==> src/hdl/assert_macros.svh <==
// Assertion macros shared by the encoder RTL.
// Define NO_ASSERTIONS to compile them out; no other dependencies.
`ifndef ASSERT_MACROS_SVH
`define ASSERT_MACROS_SVH
`ifndef NO_ASSERTIONS
// Same-cycle implication under reset.
`define ASSERT_IMPLY(lbl, clk, rstn, ante, cons, msg) \
	lbl: assert property (@(posedge clk) disable iff (!rstn) (ante) |-> (cons)) else $error(msg);
// Next-cycle implication under reset.
`define ASSERT_NEXT(lbl, clk, rstn, ante, cons, msg) \
	lbl: assert property (@(posedge clk) disable iff (!rstn) (ante) |=> (cons)) else $error(msg);
`else
`define ASSERT_IMPLY(lbl, clk, rstn, ante, cons, msg)
`define ASSERT_NEXT(lbl, clk, rstn, ante, cons, msg)
`endif
`endif

==> src/hdl/u8enc_pkg.sv <==
// Types, constants and helper functions for the UTF-8 encoder.
// No dependencies; used by every encoder module.
package u8enc_pkg;

	localparam int U8ENC_CP_W        = 32;
	localparam int U8ENC_QUEUE_DEPTH = 4;

	// Sequence length markers for the lead byte
	localparam logic [7:0] LEAD_MARK_1 = 8'h00;
	localparam logic [7:0] LEAD_MARK_2 = 8'hC0;
	localparam logic [7:0] LEAD_MARK_3 = 8'hE0;
	localparam logic [7:0] LEAD_MARK_4 = 8'hF0;
	localparam logic [7:0] LEAD_MARK_5 = 8'hF8;
	localparam logic [7:0] LEAD_MARK_6 = 8'hFC;
	localparam logic [7:0] CONT_MARK   = 8'h80;

	// Index of the last byte (sequence length minus one)
	localparam logic [2:0] NLAST_1 = 3'd0;
	localparam logic [2:0] NLAST_2 = 3'd1;
	localparam logic [2:0] NLAST_3 = 3'd2;
	localparam logic [2:0] NLAST_4 = 3'd3;
	localparam logic [2:0] NLAST_5 = 3'd4;
	localparam logic [2:0] NLAST_6 = 3'd5;

	// One classified code point, as queued between front and back
	typedef struct packed {
		logic        bad;    // code point at or above 2^31
		logic [2:0]  nlast;  // index of the final byte
		logic [30:0] cp;     // low 31 bits of the code point
	} u8enc_item_t;

	// Queue status seen by the front and the back
	typedef struct packed {
		logic full;
		logic empty;
	} u8enc_qstat_t;

	function automatic logic [7:0] lead_mark(input logic [2:0] nlast);
		logic [7:0] m;
		case (nlast)
			NLAST_1: m = LEAD_MARK_1;
			NLAST_2: m = LEAD_MARK_2;
			NLAST_3: m = LEAD_MARK_3;
			NLAST_4: m = LEAD_MARK_4;
			NLAST_5: m = LEAD_MARK_5;
			NLAST_6: m = LEAD_MARK_6;
			default: m = LEAD_MARK_1;
		endcase
		return m;
	endfunction

endpackage

==> src/hdl/u8enc_front.sv <==
// Front end: takes a code point and classifies its sequence length.
// Depends on u8enc_pkg.
module u8enc_front
	import u8enc_pkg::*;
(
	input  logic                  start,
	input  logic [U8ENC_CP_W-1:0] code_point,
	input  u8enc_qstat_t          qstat,
	output logic                  busy,
	output logic                  push,
	output u8enc_item_t           item
);

	// Hold off new commands while the queue has no room
	assign busy = qstat.full;
	assign push = start & ~qstat.full;

	// Length from the highest set bit group; shortest form always
	always_comb begin
		item.bad = code_point[31];
		item.cp  = code_point[30:0];
		if (code_point[31]) begin
			item.nlast = NLAST_1;
		end else if (|code_point[30:26]) begin
			item.nlast = NLAST_6;
		end else if (|code_point[25:21]) begin
			item.nlast = NLAST_5;
		end else if (|code_point[20:16]) begin
			item.nlast = NLAST_4;
		end else if (|code_point[15:11]) begin
			item.nlast = NLAST_3;
		end else if (|code_point[10:7]) begin
			item.nlast = NLAST_2;
		end else begin
			item.nlast = NLAST_1;
		end
	end

endmodule

==> src/hdl/u8enc_queue.sv <==
// Small FIFO of classified code points between front and back end.
// Depends on u8enc_pkg; depth set by the DEPTH parameter (2 or more).
module u8enc_queue
	import u8enc_pkg::*;
#(
	parameter int DEPTH = U8ENC_QUEUE_DEPTH
) (
	input  logic         clk,
	input  logic         arst_n,
	input  logic         push,
	input  u8enc_item_t  wr_item,
	input  logic         pop,
	output u8enc_item_t  rd_item,
	output u8enc_qstat_t qstat
);

	localparam int PTR_W = $clog2(DEPTH);
	localparam int CNT_W = $clog2(DEPTH + 1);

	u8enc_item_t      entries_q [DEPTH];
	logic [PTR_W-1:0] wr_ptr_q;
	logic [PTR_W-1:0] rd_ptr_q;
	logic [CNT_W-1:0] count_q;

	assign qstat.full  = (count_q == CNT_W'(DEPTH));
	assign qstat.empty = (count_q == '0);
	assign rd_item     = entries_q[rd_ptr_q];

	// Storage, written on each push transfer
	always_ff @(posedge clk) begin
		if (push) begin
			entries_q[wr_ptr_q] <= wr_item;
		end
	end

	// Pointers and fill count
	always_ff @(posedge clk or negedge arst_n) begin
		if (!arst_n) begin
			wr_ptr_q <= '0;
			rd_ptr_q <= '0;
			count_q  <= '0;
		end else begin
			if (push) begin
				wr_ptr_q <= (wr_ptr_q == PTR_W'(DEPTH - 1)) ? '0 : wr_ptr_q + 1'b1;
			end
			if (pop) begin
				rd_ptr_q <= (rd_ptr_q == PTR_W'(DEPTH - 1)) ? '0 : rd_ptr_q + 1'b1;
			end
			case ({push, pop})
				2'b10:   count_q <= count_q + 1'b1;
				2'b01:   count_q <= count_q - 1'b1;
				default: count_q <= count_q;
			endcase
		end
	end

endmodule

==> src/hdl/u8enc_back.sv <==
// Back end: serializes one queued code point into UTF-8 bytes, one per cycle.
// Depends on u8enc_pkg; results leave through registered outputs.
module u8enc_back
	import u8enc_pkg::*;
(
	input  logic         clk,
	input  logic         arst_n,
	input  u8enc_item_t  head,
	input  u8enc_qstat_t qstat,
	output logic         pop,
	output logic         valid,
	output logic [7:0]   out_byte,
	output logic         last_byte,
	output logic         status
);

	u8enc_item_t cur_q;
	logic        cur_valid_q;
	logic [2:0]  rem_q;      // bytes still to go after the current one
	logic        valid_q;
	logic [7:0]  byte_q;
	logic        last_q;
	logic        status_q;
	logic [7:0]  grp;
	logic [7:0]  next_byte;
	logic        done_cur;

	// Take the next item when idle or on the final byte of the current one
	assign done_cur = ~cur_valid_q | (rem_q == '0);
	assign pop      = done_cur & ~qstat.empty;

	// Bit group selected by the remaining byte count: six bits, but seven for rem_q 0 and 1 and one for rem_q 5
	always_comb begin
		case (rem_q)
			3'd0:    grp = {1'b0, cur_q.cp[6:0]};
			3'd1:    grp = {1'b0, cur_q.cp[12:6]};
			3'd2:    grp = {2'b0, cur_q.cp[17:12]};
			3'd3:    grp = {2'b0, cur_q.cp[23:18]};
			3'd4:    grp = {2'b0, cur_q.cp[29:24]};
			3'd5:    grp = {7'b0, cur_q.cp[30]};
			default: grp = 8'h00;
		endcase
	end

	// Lead byte carries the length mark, the rest are continuation bytes; a bad item gives a zero byte
	always_comb begin
		if (cur_q.bad) begin
			next_byte = 8'h00;
		end else if (rem_q == cur_q.nlast) begin
			next_byte = lead_mark(cur_q.nlast) | grp;
		end else begin
			next_byte = CONT_MARK | {2'b00, grp[5:0]};
		end
	end

	// Current item and byte counter
	always_ff @(posedge clk or negedge arst_n) begin
		if (!arst_n) begin
			cur_valid_q <= 1'b0;
			rem_q       <= '0;
		end else if (pop) begin
			cur_valid_q <= 1'b1;
			rem_q       <= head.nlast;
		end else if (cur_valid_q) begin
			if (rem_q == '0) begin
				cur_valid_q <= 1'b0;
			end else begin
				rem_q <= rem_q - 1'b1;
			end
		end
	end

	always_ff @(posedge clk) begin
		if (pop) begin
			cur_q <= head;
		end
	end

	// Output register: strobe under reset, payload free-running
	always_ff @(posedge clk or negedge arst_n) begin
		if (!arst_n) begin
			valid_q <= 1'b0;
		end else begin
			valid_q <= cur_valid_q;
		end
	end

	always_ff @(posedge clk) begin
		byte_q   <= next_byte;
		last_q   <= (rem_q == '0);
		status_q <= cur_q.bad;
	end

	assign valid     = valid_q;
	assign out_byte  = byte_q;
	assign last_byte = last_q;
	assign status    = status_q;

endmodule

==> src/hdl/utf8_code_point_encoder.sv <==
// Top level of the UTF-8 code point encoder (1-to-6-byte form).
// Depends on u8enc_pkg, u8enc_front, u8enc_queue, u8enc_back, assert_macros.svh.
//
// channel  | handshake            | payload
// ---------+----------------------+------------------------------------
// command  | start, busy          | code_point[31:0]
// result   | valid (per byte)     | out_byte[7:0], last_byte, status
//
// A command transfers when start is high and busy is low; busy rises only
// when the QUEUE_DEPTH-entry queue is full. The serializer in the back end
// sends one byte per cycle, 1 to 6 bytes per code point (its sequence
// length; 1 for invalid input); a new command is taken every cycle while
// the queue has room, and waits there while the serializer is busy.
// Output bytes are registered. Reset empties the queue and the serializer.
`include "assert_macros.svh"

module utf8_code_point_encoder
	import u8enc_pkg::*;
#(
	parameter int QUEUE_DEPTH = U8ENC_QUEUE_DEPTH
) (
	input  logic                  clk,
	input  logic                  arst_n,
	input  logic                  start,
	output logic                  busy,
	input  logic [U8ENC_CP_W-1:0] code_point,
	output logic                  valid,
	output logic [7:0]            out_byte,
	output logic                  last_byte,
	output logic                  status
);

	u8enc_item_t  wr_item;
	u8enc_item_t  head;
	u8enc_qstat_t qstat;
	logic         push;
	logic         pop;

	// Classify incoming code points
	u8enc_front u_front (
		.start      (start),
		.code_point (code_point),
		.qstat      (qstat),
		.busy       (busy),
		.push       (push),
		.item       (wr_item)
	);

	// Decoupling queue
	u8enc_queue #(
		.DEPTH (QUEUE_DEPTH)
	) u_queue (
		.clk     (clk),
		.arst_n  (arst_n),
		.push    (push),
		.wr_item (wr_item),
		.pop     (pop),
		.rd_item (head),
		.qstat   (qstat)
	);

	// Byte serializer
	u8enc_back u_back (
		.clk       (clk),
		.arst_n    (arst_n),
		.head      (head),
		.qstat     (qstat),
		.pop       (pop),
		.valid     (valid),
		.out_byte  (out_byte),
		.last_byte (last_byte),
		.status    (status)
	);

	// Checks
	`ASSERT_IMPLY(a_bad_single, clk, arst_n, valid && status, last_byte && (out_byte == 8'h00), "invalid result must be a single zero byte")
	`ASSERT_NEXT(a_seq_contig, clk, arst_n, valid && !last_byte, valid, "byte sequence broken mid code point")
	`ASSERT_NEXT(a_push_lands, clk, arst_n, start && !busy, !qstat.empty, "accepted command missing from queue")
	`ASSERT_IMPLY(a_pop_nonempty, clk, arst_n, pop, !qstat.empty, "pop from empty queue")

endmodule

==> config.mk <==
export PLATFORM = sky130hd
export DESIGN_NAME = utf8_code_point_encoder
export DESIGN_NICKNAME = d
export VERILOG_FILES = /design/src/hdl/u8enc_pkg.sv /design/src/hdl/u8enc_front.sv /design/src/hdl/u8enc_queue.sv /design/src/hdl/u8enc_back.sv /design/src/hdl/utf8_code_point_encoder.sv
export VERILOG_INCLUDE_DIRS = /design/src /design/src/hdl
export SDC_FILE = /design/constraint.sdc
export NUM_CORES = 1
export LEC_CHECK = 0
export ABC_AREA = 1
export BUFFER_PORTS_ARGS = -buffer_cell sky130_fd_sc_hd__buf_2
export CORE_MARGIN = 1.5
export CORE_UTILIZATION = 40
export CTS_BUF_LIST = sky130_fd_sc_hd__clkbuf_4 sky130_fd_sc_hd__clkbuf_8 sky130_fd_sc_hd__clkbuf_16
export CTS_CLUSTER_DIAMETER = 30
export DETAILED_ROUTE_END_ITERATION = 8
export GPL_ROUTABILITY_DRIVEN = 0
export PLACE_DENSITY = 0.64
export SLEW_MARGIN = 40
export SYNTH_ARGS = -nofsm -noshare
export SYNTH_HDL_FRONTEND = slang
export SYNTH_HIERARCHICAL = 1
export SYNTH_SLANG_ARGS = --single-unit
==> constraint.sdc <==
create_clock -name clk -period 5.54 [get_ports clk]
set_input_delay 1.108 -clock clk [delete_from_list [all_inputs] [get_ports clk]]
set_output_delay 1.108 -clock clk [all_outputs]
set_load 0.02 [all_outputs]
Word-level counts from Yosys, hierarchy flattened. Memories as Yosys holds them, arrays and structs flattened. Cells that the tools add are included.

Register bits: 57. Bits in writable memories: 140. Input port bits: 35. Output and inout bits: 12. Logic and storage cells: 77. Memories kept: 1.

$add $sub $neg: 5. Equal/unequal tests: 17. Multiplexer cells: 22. Bitwise operators: 8. Reduce and logical (&&, ||, !) cells: 11.

Memory list: u_queue.entries_q (depth 4, width 35, rd ports 1, clocked after memory_dff 0, wr ports 1, RTL line u8enc_queue.sv:20) `u8enc_item_t entries_q [DEPTH];`.

Operators with widths (number): case mux 7 bit (6 select lines) (1); case mux 8 bit (5 select lines) (1); 2-to-1 mux 3 bit (8); 2-to-1 mux 8 bit (3); OR reduction 5 bit (4); equality test 3 bit, second input constant (5); equality test 3 x 2 -> 1 bit, second input constant (4); OR 8 x 7 -> 8 bit (1); equality test 2 bit, second input constant (3); equality test 3 x 1 -> 1 bit, second input constant (2); zero test 3 bit (2); 2-to-1 mux 1 bit (6); case mux 3 bit (2 select lines) (1); subtractor 3 x 1 -> 3 bit, second input constant (2); adder 2 x 1 -> 2 bit, second input constant (2); 2-to-1 mux 2 bit (2); inverter 1 bit (4); nonzero test 2 bit (2); OR reduction 4 bit (1); adder 3 x 1 -> 3 bit, second input constant (1); equality test 3 bit (1); AND 1 bit (2); equality test 2 x 1 -> 1 bit, second input constant (1); inequality test 2 bit, second input constant (1); other kinds (3) (3).

Depth between registers and ports, before layout. Gate-level depths: netlist of run 1.

Depth in word-level cells: 7. Gate-level depth with buffers: 14. Gate-level depth less buffers: 14.

By module. The synthesis of run 1 kept the hierarchy.

Modules (own cells, without submodules): u8enc_queue (times used 1, cells an instance 462, area each 6074.6 um2, seq. area each 4379.2 um2); u8enc_back (times used 1, cells an instance 201, area each 2100.8 um2, seq. area each 1376.3 um2); u8enc_front (times used 1, cells an instance 63, area each 381.6 um2, seq. area each 0.0 um2).

Worst setup path after synthesis of run 1. No wires, ideal clock.

Path type: input -> register. From: input port start. To: memory u_queue/entries_q[1][0] (netlist name), enable pin. Library setup time: 390 ps. Data arrival time: 2221 ps. Data required time: 5150 ps. Setup slack: 2930 ps. Stages on the path: 5. Path buffers: 1. Cell sequence: inv_1 -> nor2_1 -> clkbuf_1 -> nand2_1 -> inv_1.

Longest elaborated chain between the ends: 3.

RTL lines: from (decl) (RTL line utf8_code_point_encoder.sv:24) `input logic start,`; AND 1 bit (RTL line u8enc_front.sv:16) `assign push = start & ~qstat.full;`; net push (RTL line utf8_code_point_encoder.sv:36) `logic push;`; 2-to-1 mux 1 bit (RTL line u8enc_queue.sv:31) `if (push) begin`; 2-to-1 mux 1 bit (implied by the code) (RTL line u8enc_queue.sv:32) `entries_q[wr_ptr_q] <= wr_item;`; to (decl) (RTL line u8enc_queue.sv:20).

The timed path passes the listed nets, and every way through them passes these cells.

Worst setup path in the final report of run 1.
From: register u_back.rem_q[0]. To: register u_queue.count_q[1].

Longest elaborated chain between the ends: 5. Elaborated cells between the ends (all ways): 7. Those cells by class: eq/ne: 2; mux: 1; bitwise: 2; reduce/logical: 2.

RTL lines: from (decl) (RTL line u8enc_back.sv:19) `logic [2:0] rem_q;`; from (signal assigned) (RTL line u8enc_back.sv:63) `rem_q <= head.nlast;`; from (signal assigned) (RTL line u8enc_back.sv:68) `rem_q <= rem_q - 1'b1;`; zero test 3 bit * (RTL line u8enc_back.sv:29) `assign done_cur = ~cur_valid_q | (rem_q == '0);`; OR 1 bit * (RTL line u8enc_back.sv:29); AND 1 bit * (RTL line u8enc_back.sv:30) `assign pop = done_cur & ~qstat.empty;`; net pop (RTL line utf8_code_point_encoder.sv:37) `logic pop;`; equality test 2 x 1 -> 1 bit or equality test 2 bit (tied branches) (RTL line u8enc_queue.sv:49) `case ({push, pop})`; case mux 3 bit (2 select lines) or nonzero test 2 bit (tied branches); to (signal assigned) (RTL line u8enc_queue.sv:50) `2'b10: count_q <= count_q + 1'b1;`; to (signal assigned) (RTL line u8enc_queue.sv:51) `2'b01: count_q <= count_q - 1'b1;`; to (signal assigned) (RTL line u8enc_queue.sv:52) `default: count_q <= count_q;`; to (decl) (RTL line u8enc_queue.sv:23) `logic [CNT_W-1:0] count_q;`.

Mark *: on every way through the listed nets, which the timed path passes. The rest lies on a longest branch. A chain may end at the register's enable or synchronous reset.

==> flow_summary.ini, run 1 <==
[timing]
max_freq_mhz = 347.2
finalMaxSlewViolations = 0
fin_crit_sh = 0.5200
max_slew_margin = 0.5226
period_needed_ns = 2.881
tightest_slew_ns = 0.7160
setup_viol = 0
hold_viol_final = 0
fin_skew_ns = 0.008380
tns_ns = 0
rsz0062_at_grt = false

[clock_network]
cts_tree = built
cts.sinks = 197
clk_latency_ns = 0.43
cts_resized = 0
cts_max_path_buffers = 2
htree_levels = 4
cts_buffers = 17
clk_pin_slew_worst_paths_ns = 0.07
post_cts_buffers = 0
root_buffer = clkbuf_16
holdBufCountCts = 0

[layout]
finalNetCount = 788
area_growth_syn_to_layout_pct = 8.934
final_common_cell = nand2_1
final_core_util = 0.4434
drive_gt1_frac = 0.1769
final_cell_count_no_fill = 1027
final_cell_mix = nand2_1, edfxtp_1, inv_1
fin_area_um2 = 9321
antenna_cells = 0

[critical_path]
cp.arrival_ns = 3.23
crit_fanout = 43
cp-start-kind = register
critPathLaunch = u_back/rem_q[0]
required_ns = 5.88
r2r_start = u_back/rem_q[0]
path_class = reg2reg
endpoint_kind = register

[detailed_routing]
drt_wl_total_mm = 15.09
route.detailed.drc = 0
dr_total_vias = 4735
viasPerCell = 4.611
final_antenna_net_count = 0
wl_per_cell_um = 14.70
dr.pass1.iters = 6
first_iter_violations = 415

[placed_design]
portBuffers = 46
hpwl_mm = 9.615
placed_cell_area_um2 = 8722
dp.cells = 995

[floorplanning]
io_pins = 47
start_util = 0.4071
die_height_um = 149.3
die_w_um = 149.3
die_area_um2 = 22280
fp-row-count = 53
fp.coreArea_um2 = 21020

[yosys]
synth_top_cell_by_area = edfxtp_1
synth_nets = 775
synth_area_um2 = 8557
avgSynthCellArea_um2 = 11.79
ys.flop_type = edfxtp_1
ys_types = 34
synth.top_cell.area_share = 0.6141
async_flop_share = 0.06091
synth_edf_count = 175
ys_warn_count = 6
synth_cells = 726
yosys_register_bits = 197
yosysSeqAreaShare = 0.6726
ys_top_cells_by_area = edfxtp_1, nand2_1, o211ai_1, inv_1, dfrtp_1

[hold_path]
hp-start = u_back/cur_valid_q
worstHoldPathType = reg2reg

[power_and_ir_drop]
pwr-share-seq = 0.455
sw_frac_of_total = 0.3529
power_switching_mw = 1.756
finalPower_mw = 4.975
power_density_nw_per_um2 = 533.7
p_int_mw = 3.220
clkPwrFrac = 0.247
pwr-share-comb = 0.298
power_leakage_nw = 3.818
ir_drop_v = 0.0003810

[flow_run]
maxCapViolCount = 0

[run_status]
status = completed

[grt]
overflow = 0
antenna_found_initial = 0
grt_use_total = 0.1496
grt_max_degree = 73
first_global_vias = 4688
grt_pass1_wl_mm = 24.79
power by group through the flow:
stage | Combinational [mW] | Clock, mW | Sequential (mW)
5_1_grt | 1.69 | 1.33 | 2.30
2_1_floorplan | 1.19 | 0 | 2.28
3_3_place_gp | 1.48 | 0 | 2.29
6_report | 1.48 | 1.23 | 2.26
3_5_place_dp | 1.51 | 0 | 2.30
4_1_cts | 1.51 | 1.27 | 2.27
synth_stat cells (2+ instances only):
| library cell | count |
|---|---|
| nand2_1 | 191 |
| dfrtp_1 | 12 |
| o211ai_2 | 13 |
| a21oi_1 | 4 |
| nor3_1 | 4 |
| buf_4 | 36 |
| buf_2 | 8 |
| nand3_1 | 21 |
| buf_6 | 11 |
| inv_1 | 90 |
| nand2_2 | 3 |
| ha_1 | 13 |
| inv_2 | 26 |
| o21ai_1 | 4 |
| nor2_4 | 2 |
| clkbuf_1 | 2 |
| dfxtp_1 | 10 |
| o211ai_1 | 59 |
| edfxtp_1 | 175 |
| nor2_1 | 28 |
worst paths after layout:
check | endpoint | slack [ns] | cells past startpoint
setup / recovery | u_queue/count_q[1] | 2.66 | 10
hold / removal | u_back/valid | 0.43 | 0
setup reg to reg | u_queue/count_q[1] | 2.66 | 10
hold reg to reg | u_back/valid | 0.43 | 0
max in group asynchronous | u_queue/rd_ptr_q[1] | 4.75 | 1
min in group asynchronous | u_back/rem_q[2] | 0.56 | 1
logic make-up after synthesis:
group / Yosys count / synth area share
AND/OR/NAND/NOR: 253 / 0.1196
flip-flops: 197 / 0.6726
AO/OA/AOI/OAI: 83 / 0.07794
adder cells (fa/ha/maj): 14 / 0.02135
buffers and inverters: 177 / 0.1064
XOR/XNOR: 2 / 0.002047
layout make-up:
type | count | area [um^2]
sequential | 197 | 5756
tap | 275 | 344.1
clock buffer | 17 | 425.4
inverter | 119 | 457.9
clock inverter | 15 | 172.7
timing repair buffer | 52 | 275.3
fill | 1933 | 11700
multi-input combinational | 352 | 1891
worst max-delay path: stages, from the launching register on:
cell and delay, ns:
dfrtp_1 0.44, inv_1 0.12, ha_1 0.30, nand2_2 0.14, nand2_2 0.08, nand2_1 0.10, clkinv_2 0.51, ha_1 0.45
inv_1 0.09, fa_1 0.40, o21ai_0 0.16
state kept, by name (all words and copies together) (netlist names):
register            flops
u_queue/rd_ptr_q        2
u_queue/entries_q     140
u_back/out_byte         8
u_back/status           1
u_back/valid            1
u_back/cur_q           35
u_back/rem_q            3
u_queue/count_q         3
u_back/cur_valid_q      1
u_back/last_byte        1
u_queue/wr_ptr_q        2
stage by stage:
| step | worst slack [ns] | hold WS [ns] |
|---|---|---|
| floorplan | 2.930 | 0.3725 |
| global placement | 2.677 | 0.4182 |
| detailed placement | 2.592 | 0.4100 |
| CTS | 2.575 | 0.4282 |
| global route | 2.348 | 0.4383 |
| finish | 2.659 | 0.4254 |
layer usage:
metal,up-vias,share of wire,track usage
met5,-,0,0
met4,0,0.010,0.04158
met3,9,0.040,0.03731
met2,88,0.48,0.2465
met1,2214,0.47,0.1965
li1,2424,-,-
Power figures use the tool's default switching activity.
==> run 2, diff against run 1 <==
- PLACE_DENSITY: 0.64 -> 0.66
- clock period: 5.54 -> 2.4 ns (I/O delays scaled with it)
==> run 2 against run 1 <==
  * Fmax grew 36%
  * Combinational power grew 140%
  * Final cell count grew 0.88%
  * Largest cell class unchanged
  * Flip-flop and latch count is the same
  * Clock-buffer cell count is the same
  * Wire length shrank 1.2%
  * Critical endpoint is now u_queue/count_q[2]
  * Sequential power grew 130%
==> flow_summary.ini, run 2 (synthesized netlist as in run 1, its figures left out) <==
[layout]
drive_gt1_frac = 0.1853
area_growth_syn_to_layout_pct = 10.76
regMostFlops = u_queue/entries_q
antenna_cells = 0
final_common_cell = nand2_1
finalNetCount = 797
final_core_util = 0.4509
largest_register_ffs = 140
final_cell_mix = nand2_1, edfxtp_1, inv_1

[grt]
grt_max_degree = 44
grt_pass1_wl_mm = 24.36
antenna_found_initial = 0
grt_use_total = 0.1479
overflow = 0
first_global_vias = 4604

[hold_path]
holdPathStages = 1
hp-start = code_point[1]
worstHoldPathType = in2reg
hold_path_end = u_queue/entries_q[3][1]

[critical_path]
r2r-end = u_queue/count_q[2]
critPathLaunch = u_back/rem_q[0]
reg2reg_setup_slack_ns = 0.27
endpoint_kind = register
required_ns = 2.72
path_class = reg2reg
cp-start-kind = register
crit_fanout = 6
crit_chain = inv_1 > ha_1 > nand2_2 > nand2_2 > nand2_1 > inv_4 > ha_1 > inv_1 > fa_1 > nand2_1 > nand3_1 > nand2_1 > nand2_1
cp_slowest_cell = dfrtp_1
cp.arrival_ns = 2.44
r2r_start = u_back/rem_q[0]
crit_path_max_incr_delay_ns = 0.44
critPathMostFrequentCell = nand2_1
reg2regPathDepth = 13

[detailed_routing]
dr_total_vias = 4816
dr.pass1.iters = 5
viasPerCell = 4.649
first_iter_violations = 354
final_antenna_net_count = 0
route.detailed.drc = 0
wl_per_cell_um = 14.39
drt_wl_total_mm = 14.91

[floorplanning]
die_area_um2 = 22280
start_util = 0.4071
die_w_um = 149.3
die_height_um = 149.3
fp.coreArea_um2 = 21020
fp-row-count = 53
io_pins = 47

[timing]
fin_crit_sh = 0.8855
rsz0062_at_grt = false
max_freq_mhz = 470.6
tns_ns = 0
max_slew_margin = 0.6527
period_needed_ns = 2.125
finalMaxSlewViolations = 0
holdWs_ns = 0.2613
tightest_slew_ns = 0.5209
setup_viol = 0
fin_skew_ns = 0.008547
hold_viol_final = 0

[clock_network]
cts.sinks = 197
cts_resized = 0
cts_buffers = 17
cts_max_path_buffers = 2
cts_tree = built
htree_levels = 4
clk_latency_ns = 0.43
clk_pin_slew_worst_paths_ns = 0.07
root_buffer = clkbuf_16

[run_status]
status = completed

[placed_design]
portBuffers = 46
hpwl_mm = 9.470

[power_and_ir_drop]
power_density_nw_per_um2 = 1238
power_leakage_nw = 3.890
ir_drop_v = 0.0006117

[flow_run]
maxCapViolCount = 0
## run 2: through the flow
| stage | power (mW) | area (um^2) | worst slack (ns) | instances |
|---|---|---|---|---|
| final | 11.74 | 9478 | 0.2749 | 1036 |
| after CTS | 11.87 | 9478 | 0.2788 | 1036 |
| after floorplan | 8.004 | 8559 | 0.01566 | 726 |
| after global routing | 12.53 | 9478 | 0.1233 | 1036 |
| after global placement | 8.886 | 8847 | 0.3357 | 1003 |
| after detailed placement | 8.971 | 8847 | 0.3018 | 1003 |
## run 2: worst max-delay path, delay by kind of cell (launching register included)
| family | cells | cell delay [ns] |
|---|---|---|
| simple gates | 7 | 0.57 |
| buf+inv | 3 | 0.27 |
| fa+ha+maj | 3 | 0.73 |
| flops | 1 | 0.44 |
## run 2: layer usage
layer | global-route usage | vias up | routed length [um]
li1 | - | 2443 | -
met1 | 0.1901 | 2260 | 6775
met2 | 0.2389 | 98 | 7091
met3 | 0.03976 | 15 | 794
met4 | 0.05743 | 0 | 249
met5 | 0 | - | 0
## run 2: timing repair
action,4_1_cts,5_1_grt
endpoints found under the hold margin,12,0
hold buffers,1,0
buffers inserted,0,0
## run 2: area by class of cell
class,instances,area [um^2]
clock buffers,17,425.4
clock inverters,15,195.2
fillers,1876,11540
inverters,119,459.2
multi-input cells,352,1891
flip-flops and latches,197,5756
well taps,275,344.1
repair buffers,61,407.9
## run 2: how the worst max path moves through the flow
stage	to	slack (ns)	cells past startpoint
after floorplan	u_queue/count_q[2]	0.02	13
after global placement	u_queue/count_q[2]	0.34	13
after detailed placement	u_queue/count_q[2]	0.30	13
after CTS	u_queue/count_q[2]	0.28	13
after global routing	u_queue/count_q[2]	0.12	13
final	u_queue/count_q[2]	0.27	13
## run 2: power by group
group,internal (mW),leakage (nW),total (mW),switching [mW]
clock network,1.59,0.304,2.89,1.30
registers,4.87,1.83,5.23,0.358
logic,1.14,1.75,3.62,2.48
total,7.60,3.89,11.7,4.14
==> run 3, diff against run 2 <==
- PLACE_DENSITY: 0.66 -> 0.64
- clock period: 2.4 -> 2.5 ns (I/O delays scaled with it)
==> run 3 against run 2 <==
  * Sequential share of layout area up 0.10 points
  * Non-clock buffer count fell by 5
  * Hold slack gained 0.033 ns
  * Power decreased by 4.3%
  * Highest routed layer is now met5
  * Critical endpoint unchanged
==> flow_summary.ini, run 3 (synthesized netlist as in run 1, its figures left out) <==
[run_status]
status = completed

[layout]
fin_area_um2 = 9462
area_growth_syn_to_layout_pct = 10.57
final_common_cell = nand2_1
largest_register_ffs = 140
finalNetCount = 792
antenna_cells = 0
regMostFlops = u_queue/entries_q
drive_gt1_frac = 0.1812
final_cell_mix = nand2_1, edfxtp_1, inv_1

[power_and_ir_drop]
ir_drop_v = 0.0006178
power_leakage_nw = 3.886
power_density_nw_per_um2 = 1187

[timing]
setup_viol = 0
period_needed_ns = 2.289
max_slew_margin = 0.6617
fin_skew_ns = 0.008222
tns_ns = 0
fin_crit_sh = 0.9155
rsz0062_at_grt = false
finalMaxSlewViolations = 0
tightest_slew_ns = 0.5074
hold_viol_final = 0
max_freq_mhz = 436.9

[detailed_routing]
route.detailed.drc = 0
final_antenna_net_count = 0
viasPerCell = 4.664
wl_per_cell_um = 14.65
dr.pass1.iters = 7
drt_wl_total_mm = 15.10
dr_total_vias = 4809
first_iter_violations = 335

[clock_network]
cts_max_path_buffers = 2
cts.sinks = 197
htree_levels = 4
clk_pin_slew_worst_paths_ns = 0.07
cts_buffers = 17
root_buffer = clkbuf_16
clk_latency_ns = 0.42
cts_resized = 0
cts_tree = built

[placed_design]
placed_cell_area_um2 = 8822
portBuffers = 46
hpwl_mm = 9.485

[floorplanning]
io_pins = 47
die_w_um = 149.3
die_height_um = 149.3
die_area_um2 = 22280
fp-row-count = 53
fp.coreArea_um2 = 21020
start_util = 0.4071

[critical_path]
crit_chain = inv_1 > ha_1 > nand2_2 > nand2_2 > nand2_1 > inv_4 > ha_1 > inv_1 > fa_1 > nand2_1 > nand3_1 > nand2_1 > nand2_1
cp_slowest_cell = dfrtp_1
cp-start-kind = register
crit_fanout = 6
path_class = reg2reg
endpoint_kind = register
required_ns = 2.82
cp.arrival_ns = 2.61
crit_path_max_incr_delay_ns = 0.44
critPathMostFrequentCell = nand2_1

[grt]
grt_use_total = 0.1467
grt_pass1_wl_mm = 24.38
overflow = 0
first_global_vias = 4527
antenna_found_initial = 1
grt_max_degree = 58

[flow_run]
maxCapViolCount = 0

[hold_path]
worstHoldPathType = in2reg
[run 3: cell types whose count changed in the layout (fill, tap and decap cells not counted), moves of 3 or more]
cell,previous run,this run
buf_4,9,3
clkbuf_16,17,22
clkbuf_4,0,3
clkinv_8,3,0
inv_4,3,7
inv_8,3,0
[run 3: layout make-up]
cell class | instances | area (um^2)
Timing Repair Buffer | 56 | 382.9
Clock buffer | 26 | 586.8
Multi-Input combinational cell | 352 | 1891
Fill cell | 1904 | 11560
Sequential cell | 197 | 5756
Clock inverter | 6 | 42.54
Tap cell | 275 | 344.1
Inverter | 119 | 459.2
[run 3: path summary, 6_finish.rpt]
path,from,to,slack (ns),cells after the start
max in group asynchronous,arst_n,u_queue/rd_ptr_q[1],1.77,2
worst max-delay path,u_back/rem_q[0],u_queue/count_q[2],0.21,13
min in group asynchronous,arst_n,u_back/valid,0.50,2
worst min register to register,u_back/cur_valid_q,u_back/valid,0.43,0
worst max register to register,u_back/rem_q[0],u_queue/count_q[2],0.21,13
worst min-delay path,code_point[3],u_queue/entries_q[2][3],0.29,1
[run 3: repair_timing]
| action | 4_1_cts | 5_1_grt |
|---|---|---|
| endpoints found under the hold margin | 12 | 0 |
| buffers inserted | 0 | 0 |
| hold buffers | 1 | 0 |
[run 3: power by group]
part / total (mW) / switching [mW] / leakage (nW) / internal (mW)
logic: 3.44 / 2.37 / 1.73 / 1.07
clock network: 2.78 / 1.14 / 0.319 / 1.64
registers: 5.02 / 0.343 / 1.83 / 4.68
[run 3: metal layers]
layer	track usage	wire, um	vias to the layer above
met1	0.1915	7050	2257
met2	0.2350	7048	96
met4	0.06535	377	2
met3	0.03242	618	22
li1	-	-	2432
met5	0	10	-
[run 3: worst max-delay path, delay by kind of cell, from the launching register on]
| kind | cells | cell delay, ns |
|---|---|---|
| fa+ha+maj | 3 | 0.83 |
| simple gates | 7 | 0.63 |
| flops | 1 | 0.44 |
| buf+inv | 3 | 0.29 |
[run 3: per-stage QoR]
step                        util  worst slack, ns  hold slack, ns  total power, mW  std cells
after floorplan                -           0.1157          0.2044            7.684        726
after global placement    0.4197           0.3284          0.4145            8.489        998
after detailed placement  0.4197           0.2294          0.4088            8.569        998
after CTS                 0.4501           0.2260          0.2757            11.35       1031
after global routing      0.4501          0.02818          0.2766            11.99       1031
final                     0.4501           0.2113          0.2942            11.24       1031
